`src/kmpm_pkg.sv`:
```
// kmpm_pkg: shared types and constants for the KMP stream matcher.
// Used by kmp_stream_matcher, kmp_stream_matcher_chk and kmp_stream_matcher_tb. Depends on nothing.
`default_nettype none

package kmpm_pkg;

   // Pattern store depth and derived widths
   localparam int MAX_PATTERN = 256;
   localparam int ADDR_W      = $clog2(MAX_PATTERN);
   localparam int LEN_W       = 9;   // fixed width of match_len, holds 0..MAX_PATTERN
   localparam int SYM_W       = 8;

   typedef enum logic [1:0] {
      OP_CLEAR   = 2'd0,
      OP_APPEND  = 2'd1,
      OP_TEXT    = 2'd2,
      OP_RESTART = 2'd3
   } opcode_type;

   typedef enum logic [1:0] {
      ST_OK    = 2'd0,
      ST_FULL  = 2'd1,
      ST_EMPTY = 2'd2
   } status_type;

   typedef enum logic [1:0] {
      S_IDLE,
      S_READ,
      S_CMP,
      S_RESP
   } state_type;

   typedef struct packed {
      opcode_type        opcode;
      logic [SYM_W-1:0]  symbol;
   } req_type;

   typedef struct packed {
      logic [LEN_W-1:0]  match_len;
      logic              full_match;
      status_type        status;
   } rsp_type;

endpackage

`default_nettype wire

```
`src/kmpm_ram.sv`:
```
// kmpm_ram: simple dual-port RAM, one write port and one registered read port.
// Generic; no package dependency.
`default_nettype none

module kmpm_ram #(
   parameter int  WIDTH = 8,
   parameter int  DEPTH = 256,
   localparam int AW    = $clog2(DEPTH)
) (
   input  wire logic             clock,
   input  wire logic             wr_en,
   input  wire logic [AW-1:0]    wr_addr,
   input  wire logic [WIDTH-1:0] wr_data,
   input  wire logic [AW-1:0]    rd_addr,
   output logic      [WIDTH-1:0] rd_data
);

   logic [WIDTH-1:0] mem_ff [DEPTH];

   // write port
   always_ff @(posedge clock) begin
      if (wr_en) begin
         mem_ff[wr_addr] <= wr_data;
      end
   end

   // registered read port
   always_ff @(posedge clock) begin
      rd_data <= mem_ff[rd_addr];
   end

endmodule

`default_nettype wire

```
`src/kmp_stream_matcher.sv`:
```
// kmp_stream_matcher: top level of the Knuth-Morris-Pratt byte stream matcher.
// Depends on kmpm_pkg and kmpm_ram (pattern store and failure table).
//
//   Channel   Direction   Handshake            Payload
//   req_*     in          req_valid/req_stall  req_type: opcode, symbol
//   rsp_*     out         rsp_valid/rsp_stall  rsp_type: match_len, full_match, status
//
// Clear, restart, first or dropped append, text with empty pattern: S_IDLE, then S_RESP.
// Other appends and text bytes: S_IDLE, then 1 + W probes, then S_RESP; W = failure-link steps taken
//   for that byte; each probe is a table read step (S_READ) and a compare step (S_CMP) on the
//   shared comparator. W averages at most about one per byte over a stream.
// Reset (synchronous, active high) empties the pattern; tables need no clearing.
// A request is taken while the previous response still waits on rsp_stall; the
// next response then holds in its final step until the output register frees.
`default_nettype none

module kmp_stream_matcher (
   input  wire logic              clock,
   input  wire logic              reset,
   input  wire logic              req_valid,
   output logic                   req_stall,
   input  wire kmpm_pkg::req_type req_data,
   output logic                   rsp_valid,
   input  wire logic              rsp_stall,
   output kmpm_pkg::rsp_type      rsp_data
);

   import kmpm_pkg::*;

   state_type         state_ff, state_in;
   opcode_type        op_ff, op_in;
   logic [SYM_W-1:0]  sym_ff, sym_in;
   logic [LEN_W-1:0]  j_ff, j_in;
   logic [LEN_W-1:0]  plen_ff, plen_in;
   logic [LEN_W-1:0]  bpref_ff, bpref_in;
   logic [LEN_W-1:0]  tpref_ff, tpref_in;
   logic [LEN_W-1:0]  last_fail_ff, last_fail_in;
   rsp_type           res_ff, res_in;
   logic              rsp_valid_ff, rsp_valid_in;
   rsp_type           rsp_data_ff, rsp_data_in;

   // table ports
   logic              ps_we;
   logic [ADDR_W-1:0] ps_waddr;
   logic [SYM_W-1:0]  ps_wdata;
   logic [SYM_W-1:0]  ps_rd;
   logic              ft_we;
   logic [ADDR_W-1:0] ft_waddr;
   logic [LEN_W-1:0]  ft_wdata;
   logic [LEN_W-1:0]  ft_rd;
   logic [LEN_W-1:0]  jm1;

   logic              req_fire;
   logic              rsp_free;
   logic              plen_full;
   logic              plen_zero;
   logic              hit;
   logic              walk_back;
   logic [LEN_W-1:0]  j_adv;

   assign req_stall = (state_ff != S_IDLE);
   assign req_fire  = req_valid && !req_stall;
   assign rsp_free  = !rsp_valid_ff || !rsp_stall;
   assign rsp_valid = rsp_valid_ff;
   assign rsp_data  = rsp_data_ff;

   assign plen_full = (plen_ff >= LEN_W'(MAX_PATTERN));
   assign plen_zero = (plen_ff == '0);

   // shared compare unit: one probe of the failure walk
   assign jm1       = j_ff - LEN_W'(1);
   assign hit       = (ps_rd == sym_ff);
   assign walk_back = (j_ff != '0) && !hit;
   assign j_adv     = j_ff + LEN_W'(hit);

   kmpm_ram #(.WIDTH(SYM_W), .DEPTH(MAX_PATTERN)) u_pattern (
      .clock   (clock),
      .wr_en   (ps_we),
      .wr_addr (ps_waddr),
      .wr_data (ps_wdata),
      .rd_addr (j_ff[ADDR_W-1:0]),
      .rd_data (ps_rd)
   );

   kmpm_ram #(.WIDTH(LEN_W), .DEPTH(MAX_PATTERN)) u_failure (
      .clock   (clock),
      .wr_en   (ft_we),
      .wr_addr (ft_waddr),
      .wr_data (ft_wdata),
      .rd_addr (jm1[ADDR_W-1:0]),
      .rd_data (ft_rd)
   );

   // next state
   always_comb begin
      state_in = state_ff;
      case (state_ff)
         S_IDLE: begin
            if (req_fire) begin
               if ((req_data.opcode == OP_APPEND && !plen_zero && !plen_full) ||
                   (req_data.opcode == OP_TEXT && !plen_zero)) begin
                  state_in = S_READ;
               end else begin
                  state_in = S_RESP;
               end
            end
         end
         S_READ: state_in = S_CMP;
         S_CMP: begin
            if (walk_back) begin
               state_in = S_READ;
            end else begin
               state_in = S_RESP;
            end
         end
         S_RESP: begin
            if (rsp_free) begin
               state_in = S_IDLE;
            end
         end
         default: state_in = S_IDLE;
      endcase
   end

   // datapath and table control
   always_comb begin
      op_in        = op_ff;
      sym_in       = sym_ff;
      j_in         = j_ff;
      plen_in      = plen_ff;
      bpref_in     = bpref_ff;
      tpref_in     = tpref_ff;
      last_fail_in = last_fail_ff;
      res_in       = res_ff;
      ps_we        = 1'b0;
      ps_waddr     = plen_ff[ADDR_W-1:0];
      ps_wdata     = req_data.symbol;
      ft_we        = 1'b0;
      ft_waddr     = plen_ff[ADDR_W-1:0];
      ft_wdata     = j_adv;
      rsp_valid_in = rsp_valid_ff && rsp_stall;
      rsp_data_in  = rsp_data_ff;

      case (state_ff)
         S_IDLE: begin
            if (req_fire) begin
               op_in  = req_data.opcode;
               sym_in = req_data.symbol;
               res_in = '{match_len: '0, full_match: 1'b0, status: ST_OK};
               case (req_data.opcode)
                  OP_CLEAR: begin
                     plen_in  = '0;
                     bpref_in = '0;
                     tpref_in = '0;
                  end
                  OP_APPEND: begin
                     if (plen_full) begin
                        res_in.status = ST_FULL;
                     end else begin
                        ps_we = 1'b1;
                        if (plen_zero) begin
                           // first byte: failure entry is zero
                           ft_we        = 1'b1;
                           ft_wdata     = '0;
                           bpref_in     = '0;
                           last_fail_in = '0;
                           plen_in      = LEN_W'(1);
                        end else begin
                           j_in = bpref_ff;
                        end
                     end
                  end
                  OP_TEXT: begin
                     if (plen_zero) begin
                        res_in.status = ST_EMPTY;
                     end else begin
                        j_in = tpref_ff;
                     end
                  end
                  OP_RESTART: tpref_in = '0;
                  default: tpref_in = tpref_ff;
               endcase
            end
         end
         S_CMP: begin
            if (walk_back) begin
               j_in = ft_rd;
            end else if (op_ff == OP_APPEND) begin
               ft_we        = 1'b1;
               bpref_in     = j_adv;
               last_fail_in = j_adv;
               plen_in      = plen_ff + LEN_W'(1);
            end else begin
               res_in.match_len = j_adv;
               if (j_adv >= plen_ff) begin
                  // whole pattern matched: fall back for overlaps
                  res_in.full_match = 1'b1;
                  tpref_in          = last_fail_ff;
               end else begin
                  tpref_in = j_adv;
               end
            end
         end
         S_RESP: begin
            if (rsp_free) begin
               rsp_valid_in = 1'b1;
               rsp_data_in  = res_ff;
            end
         end
         default: j_in = j_ff;
      endcase
   end

   // control registers
   always_ff @(posedge clock) begin
      if (reset) begin
         state_ff     <= S_IDLE;
         plen_ff      <= '0;
         bpref_ff     <= '0;
         tpref_ff     <= '0;
         rsp_valid_ff <= 1'b0;
      end else begin
         state_ff     <= state_in;
         plen_ff      <= plen_in;
         bpref_ff     <= bpref_in;
         tpref_ff     <= tpref_in;
         rsp_valid_ff <= rsp_valid_in;
      end
   end

   // payload registers
   always_ff @(posedge clock) begin
      op_ff        <= op_in;
      sym_ff       <= sym_in;
      j_ff         <= j_in;
      last_fail_ff <= last_fail_in;
      res_ff       <= res_in;
      rsp_data_ff  <= rsp_data_in;
   end

   // a probe never reaches past the stored pattern
   assert property (@(posedge clock) disable iff (reset)
      (state_ff == S_READ || state_ff == S_CMP) |-> (j_ff < plen_ff))
      else $error("walk index beyond pattern length");

   // matched text prefix stays strictly inside the pattern
   assert property (@(posedge clock) disable iff (reset)
      (tpref_ff < plen_ff) || (plen_ff == '0 && tpref_ff == '0))
      else $error("text prefix out of range");

   // builder prefix stays strictly inside the pattern
   assert property (@(posedge clock) disable iff (reset)
      (bpref_ff < plen_ff) || (plen_ff == '0 && bpref_ff == '0))
      else $error("builder prefix out of range");

   // a full match reports the whole pattern length
   assert property (@(posedge clock) disable iff (reset)
      (state_ff == S_RESP && res_ff.full_match) |-> (res_ff.match_len == plen_ff))
      else $error("full match with short length");

   // a finished result lands in the output register
   assert property (@(posedge clock) disable iff (reset)
      (state_ff == S_RESP && rsp_free) |=> (rsp_valid_ff && state_ff == S_IDLE))
      else $error("result not delivered");

endmodule

`default_nettype wire

```
`config.mk`:
```
export PLATFORM = sky130hd
export DESIGN_NAME = kmp_stream_matcher
export DESIGN_NICKNAME = d
export VERILOG_FILES = /design/src/kmpm_pkg.sv /design/src/kmpm_ram.sv /design/src/kmp_stream_matcher.sv
export SDC_FILE = /design/constraint.sdc
export NUM_CORES = 2
export LEC_CHECK = 0
export BUFFER_PORTS_ARGS = -buffer_cell sky130_fd_sc_hd__buf_4
export CAP_MARGIN = 0
export CORE_UTILIZATION = 52
export CTS_BUF_LIST = sky130_fd_sc_hd__clkbuf_4 sky130_fd_sc_hd__clkbuf_8 sky130_fd_sc_hd__clkbuf_16
export CTS_CLUSTER_SIZE = 20
export DETAILED_ROUTE_END_ITERATION = 16
export PLACE_DENSITY = 0.78
export SYNTH_ARGS = -nofsm -noshare
export SYNTH_HDL_FRONTEND = slang
export SYNTH_HIERARCHICAL = 1
export SYNTH_MEMORY_MAX_BITS = 65536
export SYNTH_SLANG_ARGS = --single-unit
```
`constraint.sdc`:
```
create_clock -name clock -period 23.9 [get_ports clock]
set_input_delay 3.585 -clock clock [delete_from_list [all_inputs] [get_ports clock]]
set_output_delay 3.585 -clock clock [all_outputs]
set_load 0.02 [all_outputs]
```
==> impl_metrics.tcl <==
set metrics [dict create \
    outcome "complete, but fails checks" \
    violations_in_the_final_reports "max-capacitance violations, max-slew violations" \
    via_per_inst 6.83 \
    asyncSetResetFlopFracSynth_pct 0 \
    remaining_drc_errors 0 \
    critical_path.top_delay_family "buffers and inverters" \
    synth_edf_count 4404 \
    vias_in_the_first_global_route 88294 \
    number_of_cells_upsized_or_downsized_after_cts 0 \
    buffer_ports.inserted 27 \
    syn-instance-count 8339 \
    finalSetupTns_ps 0 \
    cts_root_cell "sky130_fd_sc_hd__clkbuf_16" \
    detail_route.wl_per_cell_um 33.7 \
    die_area_mm2 0.335 \
    placement.cell_area_mm2 0.177 \
    maxClockFrequency_ghz 0.132 \
    design_area_mm2 0.190 \
    syn-cell-area_mm2 0.173 \
    final.min_clock_period_ps 7600 \
    vertical_die_dimension_um 579 \
    cts_tree "yes" \
    seqCellArea_mm2 0.133 \
    grt-ovfl-total 0 \
    mostFrequentLayoutCell "sky130_fd_sc_hd__edfxtp_1" \
    postSynthNetCount 8370 \
    placeable_core_region_mm2 0.331 \
    place_congestion 0.914 \
    std_cell_rows 211 \
    grt_max_degree 193 \
    clk_lat_worst_skew_ps 930 \
    grt_first_pass_wirelength_um 633000 \
    drt-pass1-iter-count 6 \
    grt_setup_unrepaired "no" \
    crit_path_end_kind "flip-flop" \
    hold_path_class "reg2reg" \
    vdd.ir_drop.worst_mv 0.110 \
    ios 28 \
    critPathRequiredTime_ps 24470 \
    cts_hold_buffers 0 \
    design.final.nets 8432 \
    cts_buffer_depth 4 \
    die_x_um 579 \
    p_leak_nw 58.7 \
    cp_slowest_stage_delay_ps 870 \
    detail_route.iter0.violations 13574 \
    count_of_antenna_violating_nets_left_after_detailed_routing 0 \
    crit_path_frequent_cell "sky130_fd_sc_hd__buf_4" \
    area_delta_synth_final_pct 10.2 \
    post_cts.repair.setup_buffers 0 \
    worstSetupStartpointType "input port" \
    postSynthRegisterBits 4451 \
    synth_cell_types 86 \
    dp_hpwl_um 251000 \
    antenna_found_initial 20 \
    crit_arrival_ps 8170 \
    crit_path_cell_trace "buf_4, inv_1, ha_1, and3_1, and2_1, nor2_4, buf_4, buf_4, buf_4, buf_4" \
    slew_headroom_pct -7.36 \
    worst_path_max_delay_cell "sky130_fd_sc_hd__buf_4" \
    clk_pin_slew_ps 60 \
    finalMaxSlewViolations 2 \
    netlist_top_cells_area "sky130_fd_sc_hd__edfxtp_1, sky130_fd_sc_hd__mux4_2, sky130_fd_sc_hd__mux2i_1" \
    drive_gt1_share_pct 21.3 \
    vias 89491 \
    synth-main-ff-cell "sky130_fd_sc_hd__edfxtp_1" \
    htree_levels 5 \
    post-route-period-util_pct 31.8 \
    cts_made_buffers 390 \
    cellPowerDensity_mw_per_mm2 91.8 \
    critical_path_class "in2reg" \
    post-synth-top-area-cell "sky130_fd_sc_hd__edfxtp_1" \
    finalClockSkew_ps 52.7 \
    numClockSinks 4451 \
    layout.cells.most_common_list "sky130_fd_sc_hd__edfxtp_1, sky130_fd_sc_hd__mux4_2, sky130_fd_sc_hd__nor2_1" \
    synth-warning-count 6 \
    setup_slack_ps 16300 \
    post-place-ws_ps 15490 \
    final_hold_viol_count 0 \
    num-fill-cells 22525 \
    timing.max_cap.violations 1 \
    tightest_slew_ps 1600 \
    critical_path.max_fanout 73 \
    critical_path_buf_inv_count 6 \
    seq_area_frac_synth_pct 77.0 \
    floorplan.initialDensity_pct 52.3 \
    per_instance_average_area_after_synthesis_um2 20.7 \
    routed_wire_length_um 441000 \
    fin_cells 13103 \
    grtUsageTotal_pct 26.2 \
    area_of_combinational_cells_with_multiple_inputs_mm2 0.0368 \
    total_power_mw 17.5 \
    setup_violations 0 \
    placedCellCount 12375 \
    synthDominantCellAreaShare_pct 76.5 \
]
-- per-layer routing --
metal  track usage [%]  share of wire (%)  wire length (um)
met5                 0              0.018                80
met4              13.0                5.7             25000
met1              34.9                 34            152000
met3              6.07                 13             56700
met2              41.0                 47            208000
-- power by group --
part / total, mW / switching, mW / leakage, nW / internal, mW
Sequential: 8.76 / 0.0238 / 40.1 / 8.73
Combinational: 2.19 / 1.46 / 12.0 / 0.727
Clock: 6.54 / 2.80 / 6.59 / 3.74
-- synth_stat cells, types with 26 or more instances --
master / n
sky130_fd_sc_hd__edfxtp_1: 4404
sky130_fd_sc_hd__mux4_2: 921
sky130_fd_sc_hd__nor2_1: 633
sky130_fd_sc_hd__mux2i_1: 337
sky130_fd_sc_hd__a22oi_1: 308
sky130_fd_sc_hd__clkbuf_1: 242
sky130_fd_sc_hd__a21oi_1: 216
sky130_fd_sc_hd__o22ai_1: 93
sky130_fd_sc_hd__nand2_1: 89
sky130_fd_sc_hd__buf_2: 88
sky130_fd_sc_hd__o221ai_1: 83
sky130_fd_sc_hd__nand3_1: 80
sky130_fd_sc_hd__nor2b_1: 60
sky130_fd_sc_hd__nor4_1: 57
sky130_fd_sc_hd__buf_4: 55
sky130_fd_sc_hd__buf_6: 49
sky130_fd_sc_hd__dfxtp_1: 47
sky130_fd_sc_hd__a211oi_1: 45
sky130_fd_sc_hd__nor3_1: 44
sky130_fd_sc_hd__o21ai_0: 44
sky130_fd_sc_hd__buf_1: 37
sky130_fd_sc_hd__nand2b_1: 28
sky130_fd_sc_hd__a221oi_1: 26
sky130_fd_sc_hd__buf_8: 26
sky130_fd_sc_hd__inv_1: 26
-- logic make-up after synthesis --
family                     share of synthesized area [%]
and+or+nand+nor                                     2.84
AOI/OAI and AO/OA                                   3.78
buffers and inverters                               1.86
muxes                                               14.3
DFF                                                 77.0
xor gates and xnor gates                           0.101
adders and majority gates                          0.123
-- cell type report --
cell class / instances / area share (%)
multi-input cells: 3349 / 19.3
flip-flops and latches: 4451 / 69.9
diodes: 11 / 0.0145
well taps: 4366 / 2.87
clock buffers: 486 / 5.66
clock inverters: 231 / 1.31
repair buffers: 180 / 0.834
inverters: 29 / 0.0650
-- per-stage QoR --
stage                     hold WS (ps)  utilization, %
final                              410            57.6
after global routing               408            57.6
after CTS                          408            57.6
after detailed placement           405            53.6
after global placement             410            53.6
after floorplan                    400               -
-- registers in the layout, indices dropped and copies added (netlist names), 8 cells and up --
name	cells
sym_ff	8
u_failure/rd_data	9
last_fail_ff	9
u_pattern/mem_ff	2048
j_ff	9
rsp_data	12
tpref_ff	9
u_pattern/rd_data	8
plen_ff	9
u_failure/mem_ff	2304
bpref_ff	9
res_ff	12
-- path summary, 6_finish.rpt --
| path | start | endpoint | slack [ps] | depth (start not counted) |
|---|---|---|---|---|
| max reg2reg | j_ff[0]$_DFFE_PP_ | u_pattern/rd_data[7]$_DFF_P_ | 17270 | 10 |
| min reg2reg | res_ff[7]$_DFFE_PP_ | rsp_data[7]$_DFFE_PP_ | 410 | 0 |
| min | res_ff[7]$_DFFE_PP_ | rsp_data[7]$_DFFE_PP_ | 410 | 0 |
| max | req_data[9] | u_failure/mem_ff[214][3]$_DFFE_PP_ | 16300 | 10 |
(Power assumes the default switching activity.)
